<file path="src/rtl/jkvl_pkg.sv">
// Shared types and constants for the JSON key/value locator.
// Holds the scan state, result struct, match phases and config register codes.
// No dependencies.
package jkvl_pkg;

  localparam int MAX_KEY_BYTES    = 16;
  localparam int MAX_OBJECT_BYTES = 65536;

  localparam int KEY_STORE_BYTES = 16;
  localparam int KIDX_W          = $clog2(KEY_STORE_BYTES);
  localparam int KEY_CNT_W       = $clog2(MAX_KEY_BYTES + 1);
  localparam int KEY_LEN_W       = 5;
  localparam int KEY_WORD_W      = 64;
  localparam int CFG_DATA_W      = 64;
  localparam int CFG_IDX_W       = 2;
  localparam int POS_W           = $clog2(MAX_OBJECT_BYTES + 1);
  localparam int OFF_W           = 17;
  localparam int BYTE_W          = 8;

  localparam logic [BYTE_W-1:0] CH_QUOTE  = 8'h22;
  localparam logic [BYTE_W-1:0] CH_BSLASH = 8'h5C;
  localparam logic [BYTE_W-1:0] CH_COLON  = 8'h3A;
  localparam logic [BYTE_W-1:0] CH_SPACE  = 8'h20;
  localparam logic [BYTE_W-1:0] CH_TAB    = 8'h09;
  localparam logic [BYTE_W-1:0] CH_CR     = 8'h0D;

  typedef enum logic [CFG_IDX_W-1:0] {
    CFG_KEY_LO  = 2'd0,
    CFG_KEY_HI  = 2'd1,
    CFG_KEY_LEN = 2'd2
  } cfg_idx_t;

  typedef enum logic [3:0] {
    PH_IDLE  = 4'b0001,
    PH_KEY   = 4'b0010,
    PH_COLON = 4'b0100,
    PH_VALUE = 4'b1000
  } phase_t;

  typedef struct packed {
    logic                 in_str;
    logic                 after_bs;
    phase_t               phase;
    logic [KEY_CNT_W-1:0] cnt;
    logic [POS_W-1:0]     pos;
    logic                 answered;
  } scan_state_t;

  typedef struct packed {
    logic             valid;
    logic             found;
    logic [OFF_W-1:0] offset;
  } scan_result_t;

endpackage

</file>
<file path="src/rtl/jkvl_ifs.sv">
// Valid/ready channel interfaces for the JSON key/value locator.
// Depends on jkvl_pkg for field widths.
interface jkvl_in_if;
  import jkvl_pkg::*;
  logic              valid;
  logic              ready;
  logic [BYTE_W-1:0] text_byte;
  logic              last_byte;
  modport source (output valid, output text_byte, output last_byte, input ready);
  modport sink   (input valid, input text_byte, input last_byte, output ready);
endinterface

interface jkvl_out_if;
  import jkvl_pkg::*;
  logic             valid;
  logic             ready;
  logic             key_found;
  logic [OFF_W-1:0] value_offset;
  modport source (output valid, output key_found, output value_offset, input ready);
  modport sink   (input valid, input key_found, input value_offset, output ready);
endinterface

</file>
<file path="src/rtl/jkvl_step.sv">
// Next-state and result logic for one text byte of the key scan.
// Purely combinational; depends on jkvl_pkg.
module jkvl_step (
  input  jkvl_pkg::scan_state_t            st,
  input  logic [jkvl_pkg::BYTE_W-1:0]      text_byte,
  input  logic                             last_byte,
  input  logic [jkvl_pkg::KEY_WORD_W-1:0]  key_lo,
  input  logic [jkvl_pkg::KEY_WORD_W-1:0]  key_hi,
  input  logic [jkvl_pkg::KEY_LEN_W-1:0]   key_len,
  output jkvl_pkg::scan_state_t            st_nxt,
  output jkvl_pkg::scan_result_t           res
);
  import jkvl_pkg::*;

  logic [KEY_STORE_BYTES-1:0][BYTE_W-1:0] key_arr;
  logic [KEY_LEN_W-1:0]                   in_use;
  logic [KIDX_W+KEY_CNT_W-1:0]            cnt_ext;
  logic [BYTE_W-1:0]                      key_byte;
  logic [POS_W-1:0]                       len;
  logic [POS_W-1:0]                       off;
  logic [POS_W+OFF_W-1:0]                 off_ext;
  logic                                   blank;
  logic                                   found;

  assign key_arr  = {key_hi, key_lo};
  assign in_use   = (key_len > MAX_KEY_BYTES) ? KEY_LEN_W'(MAX_KEY_BYTES) : key_len;
  assign cnt_ext  = {{KIDX_W{1'b0}}, st.cnt};
  assign key_byte = key_arr[cnt_ext[KIDX_W-1:0]];
  assign blank    = (text_byte == CH_SPACE) || (text_byte >= CH_TAB && text_byte <= CH_CR);
  assign len      = (st.pos >= POS_W'(MAX_OBJECT_BYTES)) ? POS_W'(MAX_OBJECT_BYTES)
                                                         : st.pos + 1'b1;
  assign off_ext  = {{OFF_W{1'b0}}, off};

  always_comb begin
    st_nxt = st;
    found  = 1'b0;
    off    = '0;
    res    = '0;

    if (!st.answered) begin
      case (st.phase)
        PH_KEY: begin
          if (st.cnt < in_use) begin
            if (text_byte == key_byte) begin
              st_nxt.cnt = st.cnt + 1'b1;
            end else begin
              st_nxt.phase = PH_IDLE;
            end
          end else begin
            st_nxt.phase = (text_byte == CH_QUOTE) ? PH_COLON : PH_IDLE;
          end
        end
        PH_COLON: begin
          if (text_byte == CH_COLON) begin
            st_nxt.phase = PH_VALUE;
          end else if (!blank) begin
            st_nxt.phase = PH_IDLE;
          end
        end
        PH_VALUE: begin
          if (!blank) begin
            found = 1'b1;
            off   = st.pos;
          end
        end
        default: ;
      endcase

      if (!found) begin
        // string tracking sees the phase already updated by this byte
        if (st.in_str) begin
          if (st.after_bs) begin
            st_nxt.after_bs = 1'b0;
          end else if (text_byte == CH_BSLASH) begin
            st_nxt.after_bs = 1'b1;
          end else if (text_byte == CH_QUOTE) begin
            st_nxt.in_str = 1'b0;
          end
        end else if (text_byte == CH_QUOTE) begin
          st_nxt.in_str = 1'b1;
          if (st_nxt.phase == PH_IDLE) begin
            st_nxt.phase = PH_KEY;
            st_nxt.cnt   = '0;
          end
        end
        // only whitespace after the colon: value starts at the object end
        if (last_byte && st_nxt.phase == PH_VALUE) begin
          found = 1'b1;
          off   = len;
        end
      end

      if (found) begin
        res.valid       = 1'b1;
        res.found       = 1'b1;
        res.offset      = off_ext[OFF_W-1:0];
        st_nxt.answered = 1'b1;
      end else if (last_byte) begin
        res.valid = 1'b1;
      end
    end

    if (last_byte) begin
      st_nxt.in_str   = 1'b0;
      st_nxt.after_bs = 1'b0;
      st_nxt.phase    = PH_IDLE;
      st_nxt.cnt      = '0;
      st_nxt.pos      = '0;
      st_nxt.answered = 1'b0;
    end else if (st.pos < POS_W'(MAX_OBJECT_BYTES)) begin
      st_nxt.pos = st.pos + 1'b1;
    end
  end

endmodule

</file>
<file path="src/rtl/json_key_value_locator_unit.sv">
// JSON key/value locator top level: input word register, scan step, result register.
// The scan state feeds back through one register; each result is registered.
// Throughput: one byte per cycle while the result register is not stalled.
// Reset (synchronous, rst_n low): scan state cleared, pipeline emptied,
// key bytes cleared and key length set to 1.
// Depends on jkvl_pkg, jkvl_ifs and jkvl_step.
module json_key_value_locator_unit (
  input  logic                              clk,
  input  logic                              rst_n,
  jkvl_in_if.sink                           in_ch,
  jkvl_out_if.source                        out_ch,
  input  logic                              cfg_we,
  input  logic [jkvl_pkg::CFG_IDX_W-1:0]    cfg_index,
  input  logic [jkvl_pkg::CFG_DATA_W-1:0]   cfg_wdata
);
  import jkvl_pkg::*;

  logic [KEY_WORD_W-1:0] key_lo_r;
  logic [KEY_WORD_W-1:0] key_hi_r;
  logic [KEY_LEN_W-1:0]  key_len_r;

  logic                  s1_valid_r;
  logic [BYTE_W-1:0]     s1_byte_r;
  logic                  s1_last_r;

  scan_state_t           st_r;
  scan_state_t           st_nxt;
  scan_result_t          res;

  logic                  out_valid_r;
  logic                  out_found_r;
  logic [OFF_W-1:0]      out_offset_r;

  logic                  adv;
  logic                  proc;

  assign adv          = !out_valid_r || out_ch.ready;
  assign proc         = s1_valid_r && adv;
  assign in_ch.ready  = !s1_valid_r || adv;

  assign out_ch.valid        = out_valid_r;
  assign out_ch.key_found    = out_found_r;
  assign out_ch.value_offset = out_offset_r;

  jkvl_step u_step (
    .st        (st_r),
    .text_byte (s1_byte_r),
    .last_byte (s1_last_r),
    .key_lo    (key_lo_r),
    .key_hi    (key_hi_r),
    .key_len   (key_len_r),
    .st_nxt    (st_nxt),
    .res       (res)
  );

  // configuration registers
  always_ff @(posedge clk) begin
    if (!rst_n) begin
      key_lo_r  <= '0;
      key_hi_r  <= '0;
      key_len_r <= KEY_LEN_W'(1);
    end else if (cfg_we) begin
      case (cfg_index)
        CFG_KEY_LO:  key_lo_r  <= cfg_wdata[KEY_WORD_W-1:0];
        CFG_KEY_HI:  key_hi_r  <= cfg_wdata[KEY_WORD_W-1:0];
        CFG_KEY_LEN: key_len_r <= cfg_wdata[KEY_LEN_W-1:0];
        default: ;
      endcase
    end
  end

  // input word register
  always_ff @(posedge clk) begin
    if (!rst_n) begin
      s1_valid_r <= 1'b0;
    end else if (in_ch.ready) begin
      s1_valid_r <= in_ch.valid;
    end
  end

  always_ff @(posedge clk) begin
    if (in_ch.valid && in_ch.ready) begin
      s1_byte_r <= in_ch.text_byte;
      s1_last_r <= in_ch.last_byte;
    end
  end

  // scan state advances only when the byte moves on
  always_ff @(posedge clk) begin
    if (!rst_n) begin
      st_r.in_str   <= 1'b0;
      st_r.after_bs <= 1'b0;
      st_r.phase    <= PH_IDLE;
      st_r.cnt      <= '0;
      st_r.pos      <= '0;
      st_r.answered <= 1'b0;
    end else if (proc) begin
      st_r <= st_nxt;
    end
  end

  // result register
  always_ff @(posedge clk) begin
    if (!rst_n) begin
      out_valid_r <= 1'b0;
    end else if (adv) begin
      out_valid_r <= proc && res.valid;
    end
  end

  always_ff @(posedge clk) begin
    if (proc && res.valid) begin
      out_found_r  <= res.found;
      out_offset_r <= res.offset;
    end
  end

  // a not-found result always carries offset zero
  a_nf_offset_zero: assert property (@(posedge clk) disable iff (!rst_n)
    out_valid_r && !out_found_r |-> out_offset_r == '0)
    else $error("not-found result with nonzero offset");

  // the last byte of an object returns the scan to its start
  a_last_clears: assert property (@(posedge clk) disable iff (!rst_n)
    proc && s1_last_r |=> st_r.pos == '0 && st_r.phase == PH_IDLE && !st_r.answered)
    else $error("scan state not cleared after last byte");

  // a last byte not yet answered must produce a result
  a_last_gives_result: assert property (@(posedge clk) disable iff (!rst_n)
    proc && s1_last_r && !st_r.answered |=> out_valid_r)
    else $error("last byte gave no result");

  // match counter and position stay within their bounds
  a_bounds: assert property (@(posedge clk) disable iff (!rst_n)
    st_r.cnt <= KEY_CNT_W'(MAX_KEY_BYTES) && st_r.pos <= POS_W'(MAX_OBJECT_BYTES))
    else $error("scan counter out of range");

  // a stalled result is not overwritten
  a_hold: assert property (@(posedge clk) disable iff (!rst_n)
    out_valid_r && !out_ch.ready |=> out_valid_r && $stable(out_offset_r)
                                     && $stable(out_found_r))
    else $error("stalled result changed");

endmodule

</file>
<file path="src/flat_wrapper.sv">
// flat-port wrapper written by rule: the top's interface ports become plain ports
module json_key_value_locator_unit_flat import jkvl_pkg::*;
  (clk, rst_n, cfg_we, cfg_index, cfg_wdata, in_ch_valid, in_ch_text_byte, in_ch_last_byte, in_ch_ready, out_ch_valid, out_ch_key_found, out_ch_value_offset, out_ch_ready);
  jkvl_in_if in_ch_i ();
  jkvl_out_if out_ch_i ();
  input  logic clk;
  input  logic rst_n;
  input  logic cfg_we;
  input  logic [jkvl_pkg::CFG_IDX_W-1:0] cfg_index;
  input  logic [jkvl_pkg::CFG_DATA_W-1:0] cfg_wdata;
  input wire logic [$bits(in_ch_i.valid)-1:0] in_ch_valid;
  input wire logic [$bits(in_ch_i.text_byte)-1:0] in_ch_text_byte;
  input wire logic [$bits(in_ch_i.last_byte)-1:0] in_ch_last_byte;
  output wire logic [$bits(in_ch_i.ready)-1:0] in_ch_ready;
  output wire logic [$bits(out_ch_i.valid)-1:0] out_ch_valid;
  output wire logic [$bits(out_ch_i.key_found)-1:0] out_ch_key_found;
  output wire logic [$bits(out_ch_i.value_offset)-1:0] out_ch_value_offset;
  input wire logic [$bits(out_ch_i.ready)-1:0] out_ch_ready;
  assign in_ch_i.valid = in_ch_valid;
  assign in_ch_i.text_byte = in_ch_text_byte;
  assign in_ch_i.last_byte = in_ch_last_byte;
  assign in_ch_ready = in_ch_i.ready;
  assign out_ch_valid = out_ch_i.valid;
  assign out_ch_key_found = out_ch_i.key_found;
  assign out_ch_value_offset = out_ch_i.value_offset;
  assign out_ch_i.ready = out_ch_ready;
  json_key_value_locator_unit u_core (.clk(clk), .rst_n(rst_n), .in_ch(in_ch_i), .out_ch(out_ch_i), .cfg_we(cfg_we), .cfg_index(cfg_index), .cfg_wdata(cfg_wdata));
endmodule
</file>
<file path="config.mk">
export PLATFORM = sky130hd
export DESIGN_NAME = json_key_value_locator_unit_flat
export DESIGN_NICKNAME = d
export VERILOG_FILES = /design/src/rtl/jkvl_pkg.sv /design/src/rtl/jkvl_ifs.sv /design/src/rtl/jkvl_step.sv /design/src/rtl/json_key_value_locator_unit.sv /design/src/flat_wrapper.sv
export SDC_FILE = /design/constraint.sdc
export NUM_CORES = 1
export LEC_CHECK = 0
export BUFFER_PORTS_ARGS = -buffer_cell sky130_fd_sc_hd__buf_2
export CAP_MARGIN = 20
export CORE_MARGIN = 4
export CORE_UTILIZATION = 55
export DETAILED_ROUTE_END_ITERATION = 16
export GPL_TIMING_DRIVEN = 0
export PLACE_DENSITY = 0.75
export SYNTH_ARGS = -nofsm -noshare
export SYNTH_HDL_FRONTEND = slang
export SYNTH_SLANG_ARGS = --single-unit
</file>
<file path="constraint.sdc">
create_clock -name clk -period 5.6 [get_ports clk]
set_input_delay 0.28 -clock clk [delete_from_list [all_inputs] [get_ports clk]]
set_output_delay 0.28 -clock clk [all_outputs]
set_load 0.01 [all_outputs]
</file>
# Word-level counts from Yosys, hierarchy flattened
# Index checks and enable logic that the tools add are counted.
[op_classes] shift=0 bitwise=1 order_cmp=7 n_reduce_logical=21 addsub=2 mul=0 n_eq_ne=14 mux=49 n_div=0
[op_table] cell="two-way mux 17 bit" n=7
[op_table] cell="two-way mux 9 bit" n=5
[op_table] cell="two-way mux 11 bit" n=3
[op_table] cell="binary-select mux 8 bit (select 4 bit)" n=1
[op_table] cell="== test 8 x 6 -> 1 bit, second input constant" n=3
[op_table] cell="two-way mux 4 bit" n=5
[op_table] cell="two-way mux 5 bit" n=4
[op_table] cell="two-way mux 1 bit" n=19
[op_table] cell="two-way mux 19 bit" n=1
[op_table] cell="two-way mux 18 bit" n=1
[op_table] cell="adder 17 x 1 -> 17 bit, second input constant" n=1
[op_table] cell=">= comparator 17 bit, second input constant" n=1
[op_table] cell="less-than comparator 17 bit, second input constant" n=1
[op_table] cell="AND reduction 2 bit" n=5
[op_table] cell="== test 4 bit, second input constant" n=2
[op_table] cell="== test 8 x 7 -> 1 bit, second input constant" n=1
[op_table] cell="== test 8 bit" n=1
[op_table] cell=">= comparator 8 x 4 -> 1 bit, second input constant" n=1
[op_table] cell="<= comparator 8 x 4 -> 1 bit, second input constant" n=1
[op_table] cell="two-way mux 8 bit" n=1
[op_table] cell="case mux 4 bit (2 select lines)" n=1
[op_table] cell="adder 5 x 1 -> 5 bit, second input constant" n=1
[op_table] cell="> comparator 5 bit, second input constant" n=1
[op_table] cell="logical AND 1 bit" n=5
[op_table] cell="other kinds (17)" n=22
[word_totals] romBits=0 memories=0 output_inout_bits=20 word_cells=109 mem_bits_rw=0 latchBits=0 reg_bits=191 in_bits=80

# Logic depth before layout (Yosys ltp)
# Gate-level depths: netlist of the first run.
[depth] depth_word=21 depth_mapped=16 ltp_nobuf=12

# By module
# From an unflattened synthesis of the first run, not the netlist that was laid out.
[hier_totals] cells_unflattened=1067 area_unflattened_um2=9469.1
[modules_own_cells] mod="json_key_value_locator_unit" seq_area_each_um2=4093.9 n_inst=1 area_each_um2=6543.8 cells_each=681
[modules_own_cells] mod="jkvl_step" seq_area_each_um2=0.0 n_inst=1 area_each_um2=2925.3 cells_each=386

# Worst setup path after synthesis of the first run
# Ideal clock, no wire load.
[synth_path] kind="register to register" from="register u_core.s1_byte_r[2]" to="register u_core.out_found_r, in the netlist u_core.out_ch.key_found (enable)" required_time_ns=5.182 setup_slack_ns=1.929 synth_period_minus_slack_ns=3.671 t_arrival_ns=3.253 setup_time_ns=0.418 path_buffers=0 path_stages_with_launch=7 cell_sequence="edfxtp_1 or3_1 nand4_1 o31ai_1 nor4_1 nor2_1 nor3_1"
[synth_between] elab_chain_len=21 word_cells_on_any_way=32 classes_between="order compare: 2; eq/ne: 6; mux: 20; reduce/logical: 4"
[synth_lines] item="start, declared" line="json_key_value_locator_unit.sv:23" text="logic [BYTE_W-1:0] s1_byte_r;"
[synth_lines] item="start signal, assigned" line="json_key_value_locator_unit.sv:83" text="s1_byte_r <= in_ch.text_byte;"
[synth_lines] item=">= comparator 8 x 4 -> 1 bit or <= comparator 8 x 4 -> 1 bit (tied branches)" line="jkvl_step.sv:29" text="assign blank = (text_byte == CH_SPACE) || (text_byte >= CH_TAB && text_byte <= CH_CR);"
[synth_lines] item="logical AND 1 bit" line="jkvl_step.sv:29"
[synth_lines] item="logical OR 1 bit" line="jkvl_step.sv:29"
[synth_lines] item="two-way mux 4 bit" line="jkvl_step.sv:56" text="end else if (!blank) begin"
[synth_lines] item="two-way mux 4 bit" line="jkvl_step.sv:54" text="if (text_byte == CH_COLON) begin"
[synth_lines] item="case mux 4 bit (2 select lines)" line="jkvl_step.sv:41" text="case (st.phase)"
[synth_lines] item="two-way mux 4 bit" line="jkvl_step.sv:40" text="if (!st.answered) begin"
[synth_lines] item="== test 4 x 1 -> 1 bit" line="jkvl_step.sv:81" text="if (st_nxt.phase == PH_IDLE) begin"
[synth_lines] item="[5 not listed]"
[synth_lines] item="== test 4 bit" line="jkvl_step.sv:87" text="if (last_byte && st_nxt.phase == PH_VALUE) begin"
[synth_lines] item="logical AND 1 bit" line="jkvl_step.sv:87"
[synth_lines] item="two-way mux 1 bit" line="jkvl_step.sv:87"
[synth_lines] item="two-way mux 1 bit *" line="jkvl_step.sv:69" text="if (!found) begin"
[synth_lines] item="two-way mux 1 bit *" line="jkvl_step.sv:40"
[synth_lines] item="two-way mux 1 bit *" line="jkvl_step.sv:93" text="if (found) begin"
[synth_lines] item="two-way mux 19 bit *" line="jkvl_step.sv:40"
[synth_lines] item="logical AND 1 bit *" line="json_key_value_locator_unit.sv:112" text="if (proc && res.valid) begin"
[synth_lines] item="end signal, assigned" line="json_key_value_locator_unit.sv:113" text="out_found_r <= res.found;"
[synth_lines] item="end, declared" line="json_key_value_locator_unit.sv:31" text="logic out_found_r;"
# Mark *: on every way between the ends. The rest lies on a longest branch, timed or not. The select of a mux whose other input is x is not followed.
# A chain may end at the register's enable or synchronous reset.

# Final worst setup path of the first run
[layout_path] from="register u_core.s1_byte_r[2]" to="register u_core.out_offset_r[14], in the netlist u_core.out_ch.value_offset[14], data pin"
[layout_between] elab_chain_len=20 word_cells_on_any_way=35 classes_between="order compare: 2; eq/ne: 6; mux: 22; bitwise: 1; reduce/logical: 4"
[layout_lines] item=">= comparator 8 x 4 -> 1 bit or <= comparator 8 x 4 -> 1 bit (tied branches)" line="jkvl_step.sv:29"
[layout_lines] item="logical AND 1 bit" line="jkvl_step.sv:29"
[layout_lines] item="logical OR 1 bit" line="jkvl_step.sv:29"
[layout_lines] item="two-way mux 4 bit" line="jkvl_step.sv:56"
[layout_lines] item="two-way mux 4 bit" line="jkvl_step.sv:54"
[layout_lines] item="case mux 4 bit (2 select lines)" line="jkvl_step.sv:41"
[layout_lines] item="two-way mux 4 bit" line="jkvl_step.sv:40"
[layout_lines] item="== test 4 x 1 -> 1 bit" line="jkvl_step.sv:81"
[layout_lines] item="[4 not listed]"
[layout_lines] item="two-way mux 9 bit" line="jkvl_step.sv:40"
[layout_lines] item="== test 4 bit" line="jkvl_step.sv:87"
[layout_lines] item="logical AND 1 bit" line="jkvl_step.sv:87"
[layout_lines] item="two-way mux 1 bit" line="jkvl_step.sv:87"
[layout_lines] item="two-way mux 1 bit" line="jkvl_step.sv:69"
[layout_lines] item="two-way mux 1 bit" line="jkvl_step.sv:40"
[layout_lines] item="inverter 1 bit (no source line)"
[layout_lines] item="OR reduction 2 bit (no source line)"
[layout_lines] item="end signal, assigned" line="json_key_value_locator_unit.sv:114" text="out_offset_r <= res.offset;"
[layout_lines] item="end, declared" line="json_key_value_locator_unit.sv:32" text="logic [OFF_W-1:0] out_offset_r;"
# Parallel ways exist; a longest one is shown, timed or not. The select of a mux whose other input is x is not followed.

==> results of run 1 <==
==> worst max-delay path, cell delays in order, from the launching register on <==
cell and delay [ns]:
edfxtp_1 0.48, nand2b_1 0.20, or4b_2 0.66, o31ai_1 0.53, nor4_1 0.20, buf_2 0.21
nor3_1 0.18, nand3_1 0.11, nor3_2 0.53, buf_2 0.38, nand2_1 0.08, a311oi_1 0.35
==> area by class of cell <==
cell class                      instances  area share [%]
Timing Repair Buffer                  101            4.72
Tap cell                              220            2.54
Clock buffer                           18            4.05
Sequential cell                       191            37.7
Multi-Input combinational cell        786            45.4
Inverter                               12           0.415
Buffer                                 79            3.36
Clock inverter                         14            1.75
==> worst paths after layout <==
kind / slack, ns / to / startpoint / cells after the start
min: 0.02 / u_core.s1_byte_r[6] / in_ch_text_byte[6] / 1
max reg2reg: 1.47 / u_core.out_ch.value_offset[14] / u_core.s1_byte_r[2] / 11
min reg2reg: 0.46 / u_core.key_lo_r[47] / u_core.key_lo_r[47] / 2
max: 1.47 / u_core.out_ch.value_offset[14] / u_core.s1_byte_r[2] / 11
==> sequential cells by signal (all words and copies together) (netlist names) <==
signal,flops
u_core.key_hi_r,64
u_core.key_len_r,5
u_core.key_lo_r,64
u_core.out_ch.key_found,1
u_core.out_ch.valid,1
u_core.out_ch.value_offset,17
u_core.s1_byte_r,8
u_core.s1_last_r,1
u_core.s1_valid_r,1
u_core.st_r,29
==> placed cells by master, fill, tap and decap left out, types with 10 or more instances in the layout <==
cell	count
nor2b_1	32
nand2_1	293
buf_2	109
a22oi_1	18
mux2i_1	28
inv_1	11
dfxtp_1	164
nor4_1	10
a21boi_0	131
edfxtp_1	27
nand3_1	23
o21ai_0	20
nor3_1	12
and3_1	13
clkbuf_16	17
nand2b_1	13
a21oi_1	31
nor2_1	30
mux4_2	16
clkbuf_1	53
==> per-stage QoR <==
| stage | util (%) | hold slack [ns] |
|---|---|---|
| after floorplan | - | 0.379 |
| after global placement | 61.1 | 0.449 |
| after detailed placement | 61.2 | 0.454 |
| after CTS | 65.0 | 0.0121 |
| after global routing | 65.0 | 0.00796 |
| final | 65.0 | 0.0198 |
==> routing by layer <==
metal / share of wire (%) / global-route usage [%] / up-vias
li1: - / - / 3978
met1: 42 / 39.3 / 3992
met2: 44 / 42.4 / 386
met3: 11 / 7.62 / 60
met4: 2.9 / 9.37 / 0
met5: 0 / 0 / -
==> where the power goes <==
group | total (W) | internal [W] | switching [W] | leakage (nW)
Clock | 0.00130 | 0.000733 | 0.000570 | 0.309
Combinational | 0.000203 | 0.0000831 | 0.000120 | 1.93
Sequential | 0.00146 | 0.00142 | 0.0000322 | 1.62
==> kinds of logic after synthesis <==
family                   after synthesis
flip-flops                           191
buffers and inverters                 91
AND/OR/NAND/NOR                      463
XOR/XNOR                               6
multiplexers                          54
AO/OA/AOI/OAI                        256
adder cells (fa/ha/maj)                7
==> reports/results.ini, run 1 <==
[power_and_ir_drop]
total_power_w = 0.00296
powerDensity_mw_per_mm2 = 273
p_leak_nw = 3.86
vdd_drop_max_v = 0.000206

[global_route]
grt_pass1_vias = 7765
grt_remaining_overflow = 0
grt.total_usage_pct = 28.1
grt_first_pass_wirelength_um = 42600
grt_max_degree = 19
antenna_found_initial = 0

[layout]
multi_input_area_sq_mm = 0.00493
design_area_sq_mm = 0.0108
n_antenna_cell = 0
fin_cells = 1421
area_growth_syn_to_layout_pct = 15.1
fin_nets = 1275
regArea_sq_mm = 0.00409
fillerInstances = 1417
layout-drive-gt1-share_pct = 15.7

[clock_tree]
cts_buffers = 17
worstSkewPairLatency_ns = 0.43
root_buffer = clkbuf_16
cts_tree = built
cts.sinks = 191
ctsResizeCount = 0
cts_hold_buf = 0
path_clk_slew_ns = 0.07
post_cts_buffers = 0
htree_levels = 4
clockBufferDepth = 2

[logic_synthesis]
synthFlopType = dfxtp_1
async_flop_share_pct = 0
synth-edff-count = 27
synth_cells = 1068
syn_area_sq_mm = 0.00943
synth_top_family_by_area = simple AND/OR/NAND/NOR gates
synth_most_common_cell = nand2_1
synth_top_area_share_pct = 34.8
synth_compound_area_share_pct = 19.8
synthesis.nets = 1155
synthMuxAreaShare_pct = 8.63
ys_top_cells_by_count = nand2_1 (293), dfxtp_1 (164), a21boi_0 (131)
synth-seq-cells = 191
seq_area_frac_synth_pct = 43.4
synth.area.top_cells = dfxtp_1 (35%), nand2_1 (12%), a21boi_0 (10%)
syn_avg_cell_area_sq_um = 8.83
synthXorXnorAreaFrac_pct = 0.557
yosysUniqueCellTypes = 70
yosysTopAreaCell = dfxtp_1
yosys_warnings = 0
synthAdderAreaFrac_pct = 0.929
synthSimpleGateAreaFrac_pct = 22.3

[timing]
slew_headroom_pct = 31.1
min_period_ns = 4.13
hold_viol_final = 0
tightest_slew_ns = 1.02
period_share_pct = 73.8
worst_slack_ns = 1.47
fin_worst_skew_ns = 0.0103
max_freq_mhz = 242
grt_setup_unrepaired = no
maxSlewViolCount = 0
setup_violations = 0
tns_ns = 0

[floorplanning]
ioPinCount = 100
die_area_sq_mm = 0.0193
die_x_um = 139
fp.coreArea_sq_mm = 0.0167
rows = 47
die_y_um = 139
start_util_pct = 56.5

[critical_path]
worstPathRequired_ns = 5.82
endpoint_kind = flop
worstPathMaxFanout = 10
crit_type = reg2reg
start_kind = flop
cp.arrival_ns = 4.35

[drt]
vias = 8416
remaining_drc_errors = 0
detail_route.wl_per_cell_um = 19.4
via_per_inst = 5.92
dr.first_iter.drc_count = 861
ant_nets = 0
drt_pass1_iterations = 5
drt-total-wl_um = 27600

[placed_design]
place_ws_ns = 1.58
place_hpwl_um = 20700
gp_congestion = 0.938
placed_cell_area_sq_mm = 0.0102
port_buffers = 99
place_inst = 1389

[run_status]
status = completed

[hold_path]
hp-class = in2reg

[job]
drv_cap = 0

(Power assumes the default switching activity.)
==> run 2: changes to the inputs <==
Settings changed: CORE_UTILIZATION 55 to 53, PLACE_DENSITY 0.75 to 0.76.
Clock period 5.6 ns to 3.4 ns, I/O delays scaled along.
==> run 2 against run 1 <==
The flow now finishes with violations (setup timing). Die area is 3.6% higher. Non-clock buffer count is 81 higher. Sequential power is 64% higher. Maximum frequency is 17% higher. Routed wire length is 2.1% higher. Power is 60% higher. Final cell count is 6.1% higher. Register-to-register slack worse by 1.6 ns. Cell area is 9.9% higher. Clock power is 48% higher. Critical path depth is 1 higher. Critical path type unchanged. Critical endpoint is now u_core.out_ch.value_offset[7]. Highest routed layer unchanged.
==> reports/results.ini, run 2 (same netlist as run 1, synthesis figures left out) <==
[clock_tree]
htree_levels = 4  ; unchanged
cts_tree = built
clockBufferDepth = 2  ; unchanged
cts.sinks = 191  ; unchanged
cts_buffers = 17  ; unchanged
path_clk_slew_ns = 0.07  ; about the same
worstSkewPairLatency_ns = 0.44  ; about the same
root_buffer = clkbuf_16

[floorplanning]
die_area_sq_mm = 0.0200  ; +3.6%
start_util_pct = 54.3  ; -2.1 points
die_y_um = 141  ; +1.8%
die_x_um = 141  ; +1.8%
rows = 48  ; +2.1%
fp.coreArea_sq_mm = 0.0174  ; +3.9%
ioPinCount = 100  ; unchanged

[layout]
n_antenna_cell = 0  ; unchanged
layout_commonest_cell = nand2_1
regArea_sq_mm = 0.00410  ; about the same
layout-drive-gt1-share_pct = 19.8  ; +4.1 points
reg_top3 = u_core.key_hi_r: 64 flops, u_core.key_lo_r: 64 flops, u_core.st_r: 29 flops
area_growth_syn_to_layout_pct = 26.5
fin_nets = 1356  ; +6.4%
fillerInstances = 1312  ; -7.4%
layout_common_cells = nand2_1 (292), dfxtp_1 (161), a21boi_0 (130), buf_2 (101), dlygate4sd3_1 (58)
design_area_sq_mm = 0.0119  ; +9.9%
multi_input_area_sq_mm = 0.00518  ; +5.1%

[run_status]
violations = setup timing
status = finished with violations

[placed_design]
place_hpwl_um = 19800  ; -4.2%
placed_cell_area_sq_mm = 0.0102  ; +0.11%
gp_congestion = 0.965  ; +2.9%
port_buffers = 99  ; unchanged

[timing]
fin_worst_skew_ns = 0.0140  ; +0.00363 ns
setup_violations = 18  ; +18
min_period_ns = 3.54  ; -0.594 ns
tightest_slew_ns = 0.724  ; -0.294 ns
worst_slack_ns = -0.138  ; -1.61 ns
max_freq_mhz = 283  ; +17%
period_share_pct = 104  ; +30 points
grt_setup_unrepaired = yes
tns_ns = -1.56  ; -1.56 ns
maxSlewViolCount = 0  ; unchanged
hold_viol_final = 0  ; unchanged
slew_headroom_pct = 51.7  ; +21 points

[drt]
vias = 8720  ; +3.6%
drt-total-wl_um = 28200  ; +2.1%
remaining_drc_errors = 0  ; unchanged
ant_nets = 0  ; unchanged
detail_route.wl_per_cell_um = 18.7  ; -3.7%
dr.first_iter.drc_count = 755  ; -12%
via_per_inst = 5.79  ; -2.3%
drt_pass1_iterations = 5  ; unchanged

[power_and_ir_drop]
vdd_drop_max_v = 0.000359  ; +74%
p_leak_nw = 4.29  ; +11%
powerDensity_mw_per_mm2 = 396  ; +45%

[hold_path]
hp-class = in2reg

[global_route]
grt_remaining_overflow = 0  ; unchanged
antenna_found_initial = 0  ; unchanged
grt_first_pass_wirelength_um = 43800  ; +2.8%
grt_pass1_vias = 8332  ; +7.3%
grt_max_degree = 18  ; -1
grt.total_usage_pct = 27.8  ; -0.32 points

[critical_path]
worstPathMaxFanout = 7  ; -3
start_kind = flop
worstPathRequired_ns = 3.65  ; -2.17 ns
crit_start = u_core.st_r[19]
crit_type = reg2reg
reg2reg_slack_ns = -0.14  ; -1.61 ns
crit_end = u_core.out_ch.value_offset[7]
cp.arrival_ns = 3.79  ; -0.56 ns
rr_startpoint = u_core.st_r[19]
reg2reg_depth = 12  ; +1
endpoint_kind = flop
r2r_end = u_core.out_ch.value_offset[7]

[job]
drv_cap = 0  ; unchanged

## run 2: timing repair
item,4_1_cts,5_1_grt
buffers inserted,7,14
gates cloned,1,2
endpoints found under the hold margin,89,2
pin swaps,9,9
resized for setup,43,35
setup endpoints to repair,22,23
hold buffers,56,2
## run 2: stage by stage
stage	hold WS, ns	cells	util, %	total power (W)	setup WS (ns)
3_5_place_dp	0.349	1394	58.9	0.00277	-0.455
6_report	0.00539	1507	68.7	0.00473	-0.138
4_1_cts	0.000583	1490	66.7	0.00471	-0.153
2_1_floorplan	0.269	1068	-	0.00262	0.0244
5_1_grt	0.00193	1507	68.7	0.00487	-0.226
3_3_place_gp	0.348	1392	58.8	0.00276	-0.476
## run 2: worst max-delay path, stage by stage (launching register included)
cell	delay, ns
dfxtp_2	0.34
buf_8	0.15
mux4_2	0.53
mux2i_2	0.21
mux2_4	0.32
a31o_1	0.19
or3_4	0.35
nor4_4	0.35
o21ai_4	0.11
o32a_1	0.31
buf_6	0.15
buf_8	0.13
a311oi_2	0.20
## run 2: report_power, final
part | switching (W) | internal [W]
Sequential | 0.0000527 | 0.00235
Clock | 0.000931 | 0.000995
Combinational | 0.000211 | 0.000189
Total | 0.00119 | 0.00353
## run 2: worst min path at each step
stage	startpoint	endpoint	slack, ns	depth (start not counted)
floorplan	in_ch_text_byte[0]	u_core.s1_byte_r[0]	0.27	0
finish	cfg_wdata[7]	u_core.key_hi_r[7]	0.005	3
global placement	in_ch_text_byte[3]	u_core.s1_byte_r[3]	0.35	1
detailed placement	in_ch_text_byte[3]	u_core.s1_byte_r[3]	0.35	1
global route	cfg_wdata[63]	u_core.key_hi_r[63]	0.002	3
CTS	cfg_wdata[1]	u_core.key_lo_r[1]	0.0006	3
## run 2: layer usage
layer	vias up	wire length, um	global-route usage [%]
met5	-	0	0
met4	0	1160	12.6
met3	64	2180	5.33
met2	397	13500	45.9
met1	4107	11400	35.4
li1	4152	-	-
## run 2: area by class of cell
type,count,area share (%)
Clock inverter,12,0.818
Sequential cell,191,34.4
Inverter,12,0.409
Multi-Input combinational cell,786,43.5
Timing Repair Buffer,183,11.4
Tap cell,225,2.36
Buffer,78,3.39
Clock buffer,20,3.83
